## src/hw/rtl/flash_memory_protection_unit_defines.svh

```systemverilog
// Assertion macros shared by the flash memory protection unit RTL.
`ifndef FLASH_MEMORY_PROTECTION_UNIT_DEFINES_SVH
`define FLASH_MEMORY_PROTECTION_UNIT_DEFINES_SVH

// Same-cycle implication, sampled on clk, off while rst is high.
`define FMPU_ASSERT_NOW(label, ante, cons, msg) \
  label: assert property (@(posedge clk) disable iff (rst) (ante) |-> (cons)) \
    else $error(msg);

// Next-cycle implication, sampled on clk, off while rst is high.
`define FMPU_ASSERT_NEXT(label, ante, cons, msg) \
  label: assert property (@(posedge clk) disable iff (rst) (ante) |=> (cons)) \
    else $error(msg);

`endif

```

## src/hw/rtl/fmpu_pkg.sv

```systemverilog
// Package: constants, codes and types of the flash memory protection unit.
`timescale 1ns / 1ps
`default_nettype none
package fmpu_pkg;

  localparam int RAM_EXEC_PAGES_DEF = 64;
  localparam int COUNT_WIDTH_DEF    = 8;

  localparam int ADDR_W = 24;
  localparam int CMP_W  = 27;   // room for base + slid bound without wrap

  // access kinds
  typedef enum logic [1:0] {
    FN_FETCH     = 2'd0,
    FN_READ_BYTE = 2'd1,
    FN_READ_WORD = 2'd2,
    FN_WRITE     = 2'd3
  } func_t;

  // violation codes
  typedef enum logic [1:0] {
    VIO_NONE     = 2'd0,
    VIO_ARCHIVE  = 2'd1,
    VIO_RAM_EXEC = 2'd2,
    VIO_FL_EXEC  = 2'd3
  } vio_t;

  // configuration register indexes
  localparam logic [2:0] CFG_HW_MODE     = 3'd0;
  localparam logic [2:0] CFG_FLASH_BASE  = 3'd1;
  localparam logic [2:0] CFG_FLASH_SIZE  = 3'd2;
  localparam logic [2:0] CFG_RAM_NOEXEC  = 3'd3;
  localparam logic [2:0] CFG_HIGH_NOEXEC = 3'd4;
  localparam logic [2:0] CFG_EXEC_LIMIT  = 3'd5;

  // reset values of configuration
  localparam logic [23:0] FLASH_BASE_RST = 24'h200000;
  localparam logic [22:0] FLASH_SIZE_RST = 23'h200000;
  localparam logic [7:0]  EXEC_LIMIT_RST = 8'h18;

  // slid region bounds, before adding the flash base
  localparam logic [CMP_W-1:0] SLIDE_ADJ   = 27'h0200000;
  localparam logic [CMP_W-1:0] ARCH_LO     = 27'h0390000;
  localparam logic [CMP_W-1:0] ARCH_HI     = 27'h03fffff;
  localparam logic [CMP_W-1:0] FLASH_LO    = 27'h0210000;
  localparam logic [CMP_W-1:0] FLASH_HI_M1 = 27'h01fffff;
  localparam logic [CMP_W-1:0] CERT_LO     = 27'h0200000;
  localparam logic [CMP_W-1:0] CERT_HI     = 27'h021ffff;

  // offsets inside the certificate window
  localparam logic [16:0] OFS_GAP1_END = 17'h12000;
  localparam logic [16:0] OFS_GAP2_LO  = 17'h18000;
  localparam logic [16:0] OFS_GAP2_END = 17'h1a000;

  localparam logic [15:0] PATTERN_BYTE = 16'h0014;
  localparam logic [15:0] PATTERN_WORD = 16'h1414;

endpackage
`default_nettype wire

```

## src/hw/rtl/flash_memory_protection_unit.sv

```systemverilog
// Top level: flash memory protection unit, judges each bus access.
`timescale 1ns / 1ps
`default_nettype none
// Flash memory protection unit.
//
// Input stream (s_axis): one beat per bus access. tuser carries the access
// kind (fetch, byte read, word read, byte write), tdata the 24-bit address.
// Output stream (m_axis): one result beat per access, in order: freeze,
// violation code, read override flag and pattern, write drop, and the
// protect flag as it stands after the access.
// Configuration channel (cfg_*): register index plus 64-bit data, always
// ready; write only while no access is in flight.
//
// Each access passes through the input register; classification, the state
// update and the result register follow. Throughput is one beat per cycle
// while the receiver accepts results; the protect flag, archive-limit bits
// and counters are updated in the same cycle the result is registered, so
// a following beat sees them at once.
// When the receiver stalls, the result register holds and the input
// register absorbs one more beat before s_axis_tready drops.
// Reset (rst, synchronous, active high) clears the valid flags, the
// protect flag, the archive-limit bits and all counters, and loads the
// configuration registers with their defaults.
`include "flash_memory_protection_unit_defines.svh"

module flash_memory_protection_unit #(
  parameter int RAM_EXEC_PAGES = fmpu_pkg::RAM_EXEC_PAGES_DEF,
  parameter int COUNT_WIDTH    = fmpu_pkg::COUNT_WIDTH_DEF
) (
  input  wire logic        clk,
  input  wire logic        rst,
  // input stream
  input  wire logic        s_axis_tvalid,
  output logic             s_axis_tready,
  input  wire logic [23:0] s_axis_tdata,   // [23:0] addr
  input  wire logic [1:0]  s_axis_tuser,   // [1:0] func
  // result stream
  output logic             m_axis_tvalid,
  input  wire logic        m_axis_tready,
  // [0] freeze, [2:1] violation, [3] read_override, [19:4] override_data,
  // [20] write_drop, [21] protect_on, [23:22] zero
  output logic [23:0]      m_axis_tdata,
  // configuration write channel
  input  wire logic        cfg_valid,
  output logic             cfg_ready,
  input  wire logic [2:0]  cfg_index,
  input  wire logic [63:0] cfg_data
);

  localparam int CW = COUNT_WIDTH;
  localparam int CMP_W = fmpu_pkg::CMP_W;

  // ---------------- configuration registers
  logic                      hw_mode;
  logic [23:0]               flash_base;
  logic [22:0]               flash_size;
  logic [RAM_EXEC_PAGES-1:0] noexec_mask;
  logic                      high_noexec;
  logic [7:0]                exec_limit;

  assign cfg_ready = 1'b1;

  always_ff @(posedge clk) begin
    if (rst) begin
      hw_mode     <= 1'b0;
      flash_base  <= fmpu_pkg::FLASH_BASE_RST;
      flash_size  <= fmpu_pkg::FLASH_SIZE_RST;
      noexec_mask <= '0;
      high_noexec <= 1'b0;
      exec_limit  <= fmpu_pkg::EXEC_LIMIT_RST;
    end else if (cfg_valid) begin
      case (cfg_index)
        fmpu_pkg::CFG_HW_MODE:     hw_mode     <= cfg_data[0];
        fmpu_pkg::CFG_FLASH_BASE:  flash_base  <= cfg_data[23:0];
        fmpu_pkg::CFG_FLASH_SIZE:  flash_size  <= cfg_data[22:0];
        fmpu_pkg::CFG_RAM_NOEXEC:  noexec_mask <= cfg_data[RAM_EXEC_PAGES-1:0];
        fmpu_pkg::CFG_HIGH_NOEXEC: high_noexec <= cfg_data[0];
        fmpu_pkg::CFG_EXEC_LIMIT:  exec_limit  <= cfg_data[7:0];
        default: ;  // unknown index: drop
      endcase
    end
  end

  // ---------------- input register
  logic            in_vld;
  fmpu_pkg::func_t in_func;
  logic [23:0]     in_addr;
  logic            advance;

  assign advance       = in_vld && (!m_axis_tvalid || m_axis_tready);
  assign s_axis_tready = !in_vld || advance;

  always_ff @(posedge clk) begin
    if (rst) begin
      in_vld <= 1'b0;
    end else if (s_axis_tready) begin
      in_vld <= s_axis_tvalid;
    end
  end

  always_ff @(posedge clk) begin
    if (s_axis_tready && s_axis_tvalid) begin
      in_func <= fmpu_pkg::func_t'(s_axis_tuser);
      in_addr <= s_axis_tdata;
    end
  end

  // ---------------- protection state
  logic          protect_flag, protect_flag_next;
  logic [2:0]    arch_bits, arch_bits_next;
  logic [CW-1:0] auth_first, auth_first_next;
  logic [CW-1:0] auth_second, auth_second_next;
  logic [CW-1:0] enable_hits, enable_hits_next;
  logic [CW-1:0] overrun_hits, overrun_hits_next;

  function automatic logic [CW-1:0] sat_add(input logic [CW-1:0] c, input logic [1:0] n);
    logic [CW:0] s;
    s = {1'b0, c} + (CW+1)'(n);
    return s[CW] ? {CW{1'b1}} : s[CW-1:0];
  endfunction

  // slid bound compares: addr + 0x200000 against base + bound
  logic [CMP_W-1:0] addr_adj, base_ext;
  logic in_arch, in_flash, flash_noexec, in_cert;

  always_comb begin
    addr_adj = CMP_W'(in_addr) + fmpu_pkg::SLIDE_ADJ;
    base_ext = CMP_W'(flash_base);
    in_arch  = (addr_adj >= base_ext + fmpu_pkg::ARCH_LO + CMP_W'({arch_bits, 16'h0000}))
            && (addr_adj <= base_ext + fmpu_pkg::ARCH_HI);
    in_flash = (addr_adj >= base_ext + fmpu_pkg::FLASH_LO)
            && (addr_adj <= base_ext + fmpu_pkg::FLASH_HI_M1 + CMP_W'(flash_size));
    flash_noexec = addr_adj >= base_ext + fmpu_pkg::FLASH_LO + CMP_W'({exec_limit, 16'h0000});
    in_cert  = (addr_adj >= base_ext + fmpu_pkg::CERT_LO)
            && (addr_adj <= base_ext + fmpu_pkg::CERT_HI);
  end

  // fixed regions
  logic       rg_low_ram, rg_ram, rg_arch_ctl, rg_screen, rg_auth_port;
  logic [5:0] page;
  logic [63:0] mask_ext;
  logic       page_noexec;
  logic [1:0] arch_idx;
  logic [16:0] ofs;
  logic       cert_auth;

  always_comb begin
    rg_low_ram   = in_addr[23:18] == 6'h00;               // 0x000000..0x03ffff
    rg_ram       = in_addr[23:21] == 3'h0;                // 0x000000..0x1fffff
    rg_arch_ctl  = (in_addr[23:20] == 4'h0) && (in_addr[19:18] != 2'b00);
    rg_screen    = in_addr[23:18] == 6'h06;               // 0x180000..0x1bffff
    rg_auth_port = in_addr[23:18] == 6'h07;               // 0x1c0000..0x1fffff
    page         = in_addr[17:12];
    mask_ext     = 64'(noexec_mask);
    page_noexec  = (7'(page) < 7'(RAM_EXEC_PAGES)) && mask_ext[page];
    arch_idx     = in_addr[19:18] - 2'd1;
    ofs          = 17'(in_addr - flash_base);
    cert_auth    = !ofs[16]
                || ((ofs >= fmpu_pkg::OFS_GAP1_END) && (ofs < fmpu_pkg::OFS_GAP2_LO))
                || (ofs >= fmpu_pkg::OFS_GAP2_END);
  end

  // ---------------- per-access decision
  logic            r_freeze;
  fmpu_pkg::vio_t  r_vio;
  logic            r_ovr;
  logic [15:0]     r_data;
  logic            r_drop;
  logic            is_word, is_wr, counts, hw1, hit;

  always_comb begin
    protect_flag_next = protect_flag;
    arch_bits_next    = arch_bits;
    auth_first_next   = auth_first;
    auth_second_next  = auth_second;
    enable_hits_next  = enable_hits;
    overrun_hits_next = overrun_hits;
    r_freeze = 1'b0;
    r_vio    = fmpu_pkg::VIO_NONE;
    r_ovr    = 1'b0;
    r_data   = '0;
    r_drop   = 1'b0;
    hit      = 1'b0;
    is_word  = in_func == fmpu_pkg::FN_READ_WORD;
    is_wr    = in_func == fmpu_pkg::FN_WRITE;
    counts   = is_word || !in_addr[0];
    hw1      = !hw_mode;

    if (in_func == fmpu_pkg::FN_FETCH) begin
      if (hw1) begin
        if (in_arch) begin
          if (!in_addr[0]) overrun_hits_next = sat_add(overrun_hits, 2'd1);
          if (overrun_hits_next >= CW'(4)) begin
            r_freeze = 1'b1;
            r_vio    = fmpu_pkg::VIO_ARCHIVE;
          end
        end
      end else if (rg_low_ram) begin
        if (page_noexec) begin
          r_freeze = 1'b1;
          r_vio    = fmpu_pkg::VIO_RAM_EXEC;
        end
      end else if (rg_ram) begin
        if (high_noexec) begin
          r_freeze = 1'b1;
          r_vio    = fmpu_pkg::VIO_RAM_EXEC;
        end
      end else if (in_flash && flash_noexec) begin
        r_freeze = 1'b1;
        r_vio    = fmpu_pkg::VIO_FL_EXEC;
      end
    end else if (rg_arch_ctl) begin
      if (!protect_flag && hw1) begin
        arch_bits_next[arch_idx] = is_wr;
      end
    end else if (rg_screen) begin
      // screen power control: nothing to judge
    end else if (rg_auth_port) begin
      if (is_word) begin
        auth_second_next = sat_add(auth_second, 2'd2);
        hit = (auth_first >= CW'(3)) || (auth_second_next >= CW'(7));
      end else begin
        hit = auth_first >= CW'(3);
        if (!hit) begin
          auth_second_next = sat_add(auth_second, 2'd1);
          hit = auth_second_next >= CW'(7);
        end
      end
      if (hit) begin
        protect_flag_next = !is_wr;
        auth_first_next   = '0;
        auth_second_next  = '0;
      end else if (hw1) begin
        if (counts) enable_hits_next = sat_add(enable_hits, 2'd1);
        if (enable_hits_next >= CW'(4)) r_freeze = 1'b1;
      end
    end else if (in_cert) begin
      if (cert_auth) begin
        if (counts) begin
          if (hw1) auth_first_next  = sat_add(auth_first, 2'd1);
          else     auth_second_next = sat_add(auth_second, 2'd1);
        end
        if (is_wr && !ofs[16]) r_drop = 1'b1;
      end else if (!is_wr && protect_flag) begin
        r_ovr  = 1'b1;
        r_data = is_word ? fmpu_pkg::PATTERN_WORD : fmpu_pkg::PATTERN_BYTE;
      end
    end else begin
      // access outside every region: restart all counting
      auth_first_next   = '0;
      auth_second_next  = '0;
      enable_hits_next  = '0;
      overrun_hits_next = '0;
    end

    // freeze clears the authentication and enable counters
    if (r_freeze) begin
      auth_first_next  = '0;
      auth_second_next = '0;
      enable_hits_next = '0;
    end
  end

  always_ff @(posedge clk) begin
    if (rst) begin
      protect_flag <= 1'b0;
      arch_bits    <= '0;
      auth_first   <= '0;
      auth_second  <= '0;
      enable_hits  <= '0;
      overrun_hits <= '0;
    end else if (advance) begin
      protect_flag <= protect_flag_next;
      arch_bits    <= arch_bits_next;
      auth_first   <= auth_first_next;
      auth_second  <= auth_second_next;
      enable_hits  <= enable_hits_next;
      overrun_hits <= overrun_hits_next;
    end
  end

  // ---------------- result register
  logic           res_freeze;
  fmpu_pkg::vio_t res_vio;
  logic           res_ovr;
  logic [15:0]    res_data;
  logic           res_drop;
  logic           res_protect;

  always_ff @(posedge clk) begin
    if (rst) begin
      m_axis_tvalid <= 1'b0;
    end else if (advance) begin
      m_axis_tvalid <= 1'b1;
    end else if (m_axis_tready) begin
      m_axis_tvalid <= 1'b0;
    end
  end

  always_ff @(posedge clk) begin
    if (advance) begin
      res_freeze  <= r_freeze;
      res_vio     <= r_vio;
      res_ovr     <= r_ovr;
      res_data    <= r_data;
      res_drop    <= r_drop;
      res_protect <= protect_flag_next;
    end
  end

  assign m_axis_tdata = {2'b00, res_protect, res_drop, res_data, res_ovr, res_vio, res_freeze};

  // ---------------- assertions
  `FMPU_ASSERT_NOW(a_pattern_only_on_override, m_axis_tvalid, res_ovr == (res_data != 16'h0000), "override pattern without override flag")
  `FMPU_ASSERT_NOW(a_drop_excludes_override, m_axis_tvalid && res_drop, !res_ovr, "write drop together with read override")
  `FMPU_ASSERT_NEXT(a_freeze_clears_counters, advance && r_freeze, (auth_first == '0) && (auth_second == '0) && (enable_hits == '0), "freeze left counters set")
  `FMPU_ASSERT_NEXT(a_arch_bits_locked, advance && protect_flag, $stable(arch_bits), "archive-limit bits changed while protected")

endmodule
`default_nettype wire

```

## config.mk

```make
export PLATFORM = sky130hd
export DESIGN_NAME = flash_memory_protection_unit
export DESIGN_NICKNAME = d
export VERILOG_FILES = /design/src/hw/rtl/fmpu_pkg.sv /design/src/hw/rtl/flash_memory_protection_unit.sv
export VERILOG_INCLUDE_DIRS = /design/src /design/src/hw/rtl
export SDC_FILE = /design/constraint.sdc
export NUM_CORES = 1
export LEC_CHECK = 0
export ABC_CLOCK_PERIOD_IN_PS = 11450
export BUFFER_PORTS_ARGS = -buffer_cell sky130_fd_sc_hd__buf_4
export CAP_MARGIN = 20
export CORE_MARGIN = 3
export CORE_UTILIZATION = 45
export CTS_BUF_LIST = sky130_fd_sc_hd__clkbuf_2 sky130_fd_sc_hd__clkbuf_4 sky130_fd_sc_hd__clkbuf_8
export CTS_CLUSTER_SIZE = 28
export DETAILED_ROUTE_END_ITERATION = 8
export MAX_ROUTING_LAYER = met4
export PLACE_DENSITY = 0.61
export SLEW_MARGIN = 5
export SYNTH_ARGS = -nofsm -noshare
export SYNTH_HDL_FRONTEND = slang
export SYNTH_SLANG_ARGS = --single-unit
```

## constraint.sdc

```tcl
create_clock -name clk -period 11.45 [get_ports clk]
set_input_delay 1.145 -clock clk [delete_from_list [all_inputs] [get_ports clk]]
set_output_delay 1.145 -clock clk [all_outputs]
set_load 0.005 [all_outputs]
```

**Yosys cells after proc, flatten, opt, wreduce, memory -nomap -nowiden**

Cells that the tools add are included.

- Input bits: 98
- Word-level logic and storage cells: 230
- Register bits: 207

- Reduce and logical (&&, ||, !) cells: 46
- $add $sub $neg: 17
- Bitwise logic cells: 4
- Muxes and demuxes: 96
- Equal/unequal tests: 27
- Magnitude comparators: 18

Operators with widths:

| operator | number |
|---|---|
| 8-bit two-way mux | 52 |
| 24-bit by 22-bit adder with 25-bit output (second input constant) | 6 |
| 25-bit by 26-bit greater-or-equal comparator with 1-bit output | 2 |
| 25-bit less-or-equal comparator | 2 |
| 8-bit by 1-bit adder with 9-bit output (second input constant) | 4 |
| 17-bit greater-or-equal comparator (second input constant) | 2 |
| 1-bit two-way mux | 34 |
| 8-bit by 3-bit greater-or-equal comparator with 1-bit output (second input constant) | 4 |
| 25-bit by 27-bit greater-or-equal comparator with 1-bit output | 1 |
| 25-bit by 19-bit adder with 26-bit output | 1 |
| 25-bit by 23-bit adder with 26-bit output | 1 |
| 25-bit by 24-bit adder with 26-bit output | 1 |
| 25-bit by 26-bit less-or-equal comparator with 1-bit output | 1 |
| 24-bit by 21-bit adder with 25-bit output (second input constant) | 1 |
| 25-bit greater-or-equal comparator | 1 |
| 17-bit less-than comparator (second input constant) | 1 |
| 17-bit subtractor | 1 |
| 8-bit AND reduction | 2 |
| 7-bit AND reduction | 2 |
| 13-bit two-way mux | 1 |
| 6-bit by 3-bit == test with 1-bit output (second input constant) | 2 |
| 1-bit logical AND | 12 |
| 2-bit two-way mux | 6 |
| 2-bit by 1-bit inequality test with 1-bit output (second input constant) | 6 |
| other kinds (32) | 62 |

**Depth between registers and ports, before layout**

Gate-level depths: netlist (run 1).

- Word-level depth: 24
- Mapped depth: 28

**Worst setup path before layout (run 1)**

OpenSTA, ideal clock, no wires.

- Path type: reg2reg
- From: reg flash_base[2]
- To: reg auth_first[3]
- Buffers on the path: 1
- Data required time: 11.383 ns
- Stages on the path, launching flop included: 27
- Data arrival time: 5.403 ns
- Path slack: 5.980 ns
- Path through: dfxtp_1 > inv_1 > ha_1 > inv_1 > ha_1 > a211oi_1 > o211ai_1 > a2111oi_0 > o31a_1 > a21oi_1 > a21o_1 > a21o_1 > a21oi_1 > nor2_1 > o21ai_0 > ha_1 > nand4_1 > nor4_1 > nand2b_1 > a211oi_1 > or4b_4 > nor4_2 > nor3_4 > buf_6 > a2111o_1 > a211o_1 > o21ai_2

- Cells in the longest elaborated chain, start to end: 12
- Elaborated cells between the ends (all ways): 48

RTL lines:

| element | RTL line | RTL |
|---|---|---|
| from (decl) | flash_memory_protection_unit.sv:55 | `logic [23:0] flash_base;` |
| from (signal assigned) | flash_memory_protection_unit.sv:66 | `flash_base <= fmpu_pkg::FLASH_BASE_RST;` |
| from (signal assigned) | flash_memory_protection_unit.sv:74 | `fmpu_pkg::CFG_FLASH_BASE: flash_base <= cfg_data[23:0];` |
| 24-bit by 21-bit adder with 25-bit output | flash_memory_protection_unit.sv:132 | `&& (addr_adj <= base_ext + fmpu_pkg::FLASH_HI_M1 + CMP_W'(flash_size));` |
| 25-bit by 23-bit adder with 26-bit output | flash_memory_protection_unit.sv:132 |  |
| 25-bit by 26-bit less-or-equal comparator with 1-bit output | flash_memory_protection_unit.sv:132 |  |
| 1-bit logical AND | flash_memory_protection_unit.sv:132 |  |
| 1-bit logical AND | flash_memory_protection_unit.sv:208 | `end else if (in_flash && flash_noexec) begin` |
| 1-bit two-way mux | flash_memory_protection_unit.sv:208 |  |
| 1-bit two-way mux | flash_memory_protection_unit.sv:203 | `end else if (rg_ram) begin` |
| 1-bit two-way mux | flash_memory_protection_unit.sv:198 | `end else if (rg_low_ram) begin` |
| 1-bit two-way mux | flash_memory_protection_unit.sv:190 | `if (hw1) begin` |
| 1-bit two-way mux | flash_memory_protection_unit.sv:189 | `if (in_func == fmpu_pkg::FN_FETCH) begin` |
| 4-bit by 1-bit inequality test with 1-bit output (no source line), or another cell as far along | - |  |
| 8-bit AND reduction (no source line) | - |  |
| to (signal assigned) | flash_memory_protection_unit.sv:275 | `auth_first <= auth_first_next;` |
| to (decl) | flash_memory_protection_unit.sv:111 | `logic [CW-1:0] auth_first, auth_first_next;` |

Parallel ways exist; a longest one is shown, timed or not. The select of a mux whose other input is x is not followed.
A chain may end at the register's enable or synchronous reset.

**Worst setup path after layout (run 1)**

- From: reg flash_base[2]
- To: reg auth_second[5]

- Cells in the longest elaborated chain, start to end: 12
- Elaborated cells between the ends (all ways): 48

RTL lines:

| element | RTL line | RTL |
|---|---|---|
| 24-bit by 21-bit adder with 25-bit output | flash_memory_protection_unit.sv:132 |  |
| 25-bit by 23-bit adder with 26-bit output | flash_memory_protection_unit.sv:132 |  |
| 25-bit by 26-bit less-or-equal comparator with 1-bit output | flash_memory_protection_unit.sv:132 |  |
| 1-bit logical AND | flash_memory_protection_unit.sv:132 |  |
| 1-bit logical AND | flash_memory_protection_unit.sv:208 |  |
| 1-bit two-way mux | flash_memory_protection_unit.sv:208 |  |
| 1-bit two-way mux | flash_memory_protection_unit.sv:203 |  |
| 1-bit two-way mux | flash_memory_protection_unit.sv:198 |  |
| 1-bit two-way mux | flash_memory_protection_unit.sv:190 |  |
| 1-bit two-way mux | flash_memory_protection_unit.sv:189 |  |
| 5-bit by 4-bit inequality test with 1-bit output (no source line), or another cell as far along | - |  |
| 8-bit AND reduction (no source line) | - |  |
| to (signal assigned) | flash_memory_protection_unit.sv:276 | `auth_second <= auth_second_next;` |
| to (decl) | flash_memory_protection_unit.sv:112 | `logic [CW-1:0] auth_second, auth_second_next;` |

Parallel ways exist; a longest one is shown, timed or not. The select of a mux whose other input is x is not followed.

==> impl_metrics.ini, run 1 <==
[yosys]
avgSynthCellArea_um2 = 8.06
synth_top_area_share_pct = 22.3
synth_commonest_cells = nand2_1 (315), a21oi_1 (202), ha_1 (189)
synthTopCellsByArea = dfxtp_1 (22%), ha_1 (17%), nand2_1 (8.3%), edfxtp_1 (7.2%), a21oi_1 (7.1%)
synth_cell_type_count = 87
ys_ff_latch = 193
post-synth-top-count-cell = nand2_1
synth_flop_cell = dfxtp_1
yosysTopAreaCell = dfxtp_1
synth_cells = 1767
synthArstFlopShare_pct = 0
synth_edf_count = 34
ys_seq_area_share_pct = 29.5
yosysWarnings = 0
synth.cell_area_um2 = 14200

[clock_tree]
root_buffer = clkbuf_8
h-tree-depth = 4
cts_tree = yes
post_cts_buffers = 0
ctsHoldBuffers = 0
clk-insertion-delay-late_ns = 0.50
clk_pin_slew_ns = 0.11
cts.sinks = 193
cts_resized = 0
cts_buffers = 17
cts_max_path_buffers = 2

[worst_hold_path]
min-delay-start = mask_ext[28]
holdPathEnd = mask_ext[28]
min_path_type = reg2reg
hold_depth = 2

[drt]
wl_met2_um = 18500
drt_iter0_drc = 954
num_vias = 12700
met3_length_um = 2280
drc_errors = 0
routed_wirelength_um = 40700
met1_length_um = 19200
wl_per_cell_um = 18.2
top_layer = met4
routed_via_density = 5.66
drt-pass1-iter-count = 5
ant_nets = 0

[sta]
relSlewSlack_pct = 23.6
rsz0062_at_grt = no
worst_pin_slew_ns = 1.12
finalCriticalPeriod_ns = 6.99
hold_viol = 0
tns_ns = 0
fin_crit_sh_pct = 61.0
drv_slew = 0
setup_viol = 0
clock-skew-final_ns = 0.0167
max_freq_ghz = 0.143

[placed_design]
gp_congestion = 0.936
numPortBuffers = 109
hpwl_um = 30600
placed_area_um2 = 15200

[critical_path]
reg2reg_to = auth_second[5]
crit_path_end_kind = register
worstPathRequired_ns = 11.85
worst-setup-path-type = reg2reg
crit_fanout = 14
rrSetupSlack_ns = 4.46
reg2reg_from = flash_base[2]
start_kind = register
reg2reg_depth = 25
crit_arrival_ns = 7.39

[layout]
drive_above_1_share_pct = 11.0
area_delta_synth_final_pct = 10.0
num-nets-final = 2117
antennaDiodeCount = 0
seqCellArea_um2 = 4200
num-fill-cells = 3081
stdcell_area_um2 = 15700
multi_input_area_um2 = 9120

[global_route]
grt_pass1_wl_um = 64500
grt_pass1_vias = 11800
gr-total-overflow = 0
grt_usage_pct = 24.8
grt_max_degree = 87
antenna_found_initial = 0

[floorplan]
die-area_um2 = 33800
dieHeight_um = 184
dieWidth_um = 184
ios = 125
start_util_pct = 46.1
coreArea_um2 = 30900
rows = 64

[flow_run]
maxCapViolations = 0

[pwr]
leakage_nw = 6.42
power.density_nw_per_um2 = 105
ir_drop_v = 0.0000728
power_mw = 1.65

[status]
status = finished clean
==> per-layer routing <==
layer	vias up	global-route usage [%]
li1	6318	-
met2	362	39.0
met5	-	-
met3	49	3.46
met4	0	6.11
met1	5926	33.9
==> worst max path at each step <==
stage	startpoint	endpoint	cells after the start	slack, ns
detailed placement	flash_base[2]	auth_second[5]	25	4.70
global placement	flash_base[2]	auth_second[4]	25	4.89
global route	flash_base[1]	auth_second[5]	27	3.83
floorplan	flash_base[2]	auth_first[3]	26	5.98
CTS	flash_base[2]	auth_second[5]	25	4.56
finish	flash_base[2]	auth_second[5]	25	4.46
==> stage by stage <==
step | util, % | setup slack, ns | hold WS [ns] | std cells
after global placement | 49.3 | 4.89 | 0.439 | 2203
after floorplan | - | 5.98 | 0.433 | 1780
after CTS | 50.7 | 4.56 | 0.460 | 2235
final | 50.7 | 4.46 | 0.455 | 2236
after global routing | 50.7 | 3.83 | 0.477 | 2236
after detailed placement | 49.3 | 4.70 | 0.444 | 2203
==> layout make-up <==
type | count | share of cell area (%)
clock buffer | 18 | 1.54
inverter | 141 | 3.38
clock inverter | 14 | 1.23
timing repair buffer | 119 | 5.73
multi-input combinational | 1355 | 58.2
sequential | 193 | 26.8
tap | 396 | 3.16
==> state kept, by name (all words and copies together) (netlist names), 8 cells and up <==
register and count:
auth_second 8, flash_base 24, overrun_hits 8, exec_limit 8, auth_first 8, in_addr 24
mask_ext 64, enable_hits 8, flash_size 23
==> logic make-up (layout without fill, tap and decap cells) <==
logic type	count (synthesis)	count (layout)	synth area share (%)
muxes	22	22	2.95
and+or+nand+nor	627	627	20.8
other	2	15	0.0527
AOI/OAI and AO/OA	426	426	18.3
xor gates and xnor gates	73	73	4.49
buffers and inverters	232	292	6.91
adders and majority gates	192	192	17.0
DFF	193	193	29.5
==> cell usage in the layout, fill, tap and decap left out, types with 15 or more instances in the layout <==
cell type    n
inv_1      140
nor3_1      37
dfxtp_1    159
xor2_1      22
mux4_2      16
xnor2_1     51
o21ai_0     52
conb_1      15
nand3_1     46
buf_4      118
a211oi_1    21
and2_1      15
o21a_1      17
nand2_1    315
clkbuf_8    17
edfxtp_1    34
a31oi_1     24
ha_1       189
nand2b_1    16
nor2_1      75
a21oi_1    202
a21o_1      22
nand4_1     25
==> worst max-delay path: stages (launching register included) <==
cell,delay [ns]
dfxtp_1,0.43
inv_1,0.11
ha_1,0.34
inv_1,0.05
ha_1,0.30
a211oi_1,0.30
o211ai_1,0.18
a2111oi_0,0.97
o31a_1,0.28
a21oi_1,0.10
a21oi_1,0.14
nand2_1,0.10
a21o_1,0.18
a21o_1,0.18
xnor2_1,0.19
ha_1,0.27
nand3_1,0.13
nor2_1,0.06
a2111oi_0,0.45
o22ai_1,0.16
o2bb2ai_1,0.18
nor4_2,0.45
nor3_4,0.16
a31oi_1,0.71
a31oi_1,0.18
a211oi_1,0.28
==> report_power, final <==
part	total [mW]	internal, mW	switching, mW
combinational	0.423	0.180	0.242
sequential	0.728	0.708	0.0203
clock	0.502	0.210	0.292
Power figures use the tool's default switching activity.
==> run 2: changes to the inputs <==
--- a/config.mk
+++ b/config.mk
@@ -6,7 +6,7 @@
 export SDC_FILE = /design/constraint.sdc
 export NUM_CORES = 1
 export LEC_CHECK = 0
-export ABC_CLOCK_PERIOD_IN_PS = 11450
+export ABC_CLOCK_PERIOD_IN_PS = 6700
 export BUFFER_PORTS_ARGS = -buffer_cell sky130_fd_sc_hd__buf_4
 export CAP_MARGIN = 20
 export CORE_MARGIN = 3
==> constraint.sdc (replaced) <==
create_clock -name clk -period 6.7 [get_ports clk]
set_input_delay 0.67 -clock clk [delete_from_list [all_inputs] [get_ports clk]]
set_output_delay 0.67 -clock clk [all_outputs]
set_load 0.005 [all_outputs]
==> run 2 against run 1 <==
Effect of this change: register-to-register slack got worse by 4.1 ns; design area up 0.42%; first-iteration DRC count fell by 11%; combinational power grew 73%; non-clock buffer count rose by 6; flip-flop and latch count is the same; critical path type unchanged.
==> impl_metrics.ini, run 2 (synthesis results as in run 1) <==
[flow_run]
maxCapViolations = 0

[layout]
layout.cells.non_filler = 2243
num-nets-final = 2124
antennaDiodeCount = 0
area_delta_synth_final_pct = 10.5
layout_common_cells = nand2_1 (315), a21oi_1 (202), ha_1 (189)
largest_reg_flops = 64
final_common_cell = nand2_1
drive_above_1_share_pct = 11.6

[clock_tree]
clk-insertion-delay-late_ns = 0.52
h-tree-depth = 4
cts_max_path_buffers = 2
cts_buffers = 17
cts_tree = yes
root_buffer = clkbuf_8
clk_pin_slew_ns = 0.12
cts.sinks = 193

[critical_path]
slowest_stage = a2111oi_1
start_kind = register
crit_arrival_ns = 6.76
worstPathRequired_ns = 7.17
crit_fanout = 6
worst-setup-path-type = reg2reg
crit_path_end_kind = register
critPathMaxStageDelay_ns = 0.48

[sta]
clock-skew-final_ns = 0.0185
hold_slack_ns = 0.315
tns_ns = 0
fin_ws_ns = 0.409
worst_pin_slew_ns = 0.983
drv_slew = 0
relSlewSlack_pct = 34.3
hold_viol = 0
setup_viol = 0
max_freq_ghz = 0.159
fin_crit_sh_pct = 93.9
rsz0062_at_grt = no
finalCriticalPeriod_ns = 6.29

[global_route]
grt_pass1_vias = 12100
grt_max_degree = 76
gr-total-overflow = 0
antenna_found_initial = 0
grt_usage_pct = 24.8
grt_pass1_wl_um = 64700

[worst_hold_path]
min_path_type = in2reg

[floorplan]
die-area_um2 = 33800
coreArea_um2 = 30900
ios = 125
rows = 64
dieHeight_um = 184
start_util_pct = 46.1
dieWidth_um = 184

[drt]
routed_via_density = 5.66
ant_nets = 0
wl_per_cell_um = 18.1
routed_wirelength_um = 40700
drt-pass1-iter-count = 5
drt_iter0_drc = 853
drc_errors = 0
num_vias = 12700

[pwr]
power.density_nw_per_um2 = 178
net-switching-power_mw = 0.982
leakage_nw = 6.43
power_frac_clock_pct = 29.3
ir_drop_v = 0.000120
switching_share_pct = 35.1
p_int_mw = 1.82
combPwrFrac_pct = 26.1
seq_power_share_pct = 44.5

[placed_design]
numPortBuffers = 109
dp.cells = 2206
gp_congestion = 0.944
hpwl_um = 30600
dpl_worst_slack_ns = 0.302

[status]
status = finished clean
[run 2: cell count changes in the layout (fill, tap and decap cells not counted), moves of 2 or more]
cell,delta
buf_4,+7
inv_8,-2
inv_4,-2
inv_6,+2
inv_12,+4
bufinv_16,-2
[run 2: path summary, 6_finish.rpt]
path | from | end | slack [ns] | cells past startpoint
max | flash_base[2] | auth_first[7] | 0.41 | 28
min | s_axis_tdata[15] | in_addr[15] | 0.31 | 1
max reg2reg | flash_base[2] | auth_first[7] | 0.41 | 28
min reg2reg | mask_ext[33] | mask_ext[33] | 0.46 | 2
[run 2: area by class of cell]
class                           instances  area [µm²]
Tap cell                              396         495
Fill cell                            3044       15200
Multi-Input combinational cell       1356        9160
Timing Repair Buffer                  125         938
Inverter                              141         529
Clock buffer                           17         234
Clock inverter                         15         185
Sequential cell                       193        4200
[run 2: layer usage]
metal  vias to the layer above  part of all wire (%)  GRT usage [%]
met5                         -                     0              -
met2                       363                    45           38.5
met3                        65                   4.9           3.90
met1                      5930                    48           33.4
li1                       6332                     -              -
met4                         0                   2.5           7.65
[run 2: critical path, delay by kind of cell, from the launching register on]
family          cells  cell delay, ns
simple gates        7            1.28
buf+inv             5            0.75
flops               1            0.44
compound gates     12            2.69
fa+ha+maj           3            0.95
xor+xnor            1            0.13
[run 2: power groups by stage]
stage / clock, mW / sequential, mW / combinational, mW
2_1_floorplan: 0 / 1.26 / 0.515
3_3_place_gp: 0 / 1.27 / 0.706
3_5_place_dp: 0 / 1.27 / 0.714
4_1_cts: 0.844 / 1.25 / 0.720
5_1_grt: 0.883 / 1.25 / 0.825
6_report: 0.821 / 1.25 / 0.731
[run 2: repair_timing]
action	4_1_cts	5_1_grt
hold buffers	0	0
setup buffers	0	4
resized for setup	0	8
setup endpoints to repair	0	25
[run 2: through the flow]
step / total power, mW / area, µm² / util, %
final: 2.80 / 15700 / 50.9
after global routing: 2.96 / 15700 / 50.9
after CTS: 2.81 / 15700 / 50.7
after detailed placement: 1.99 / 15300 / 49.4
after global placement: 1.98 / 15300 / 49.4
after floorplan: 1.77 / 14300 / -
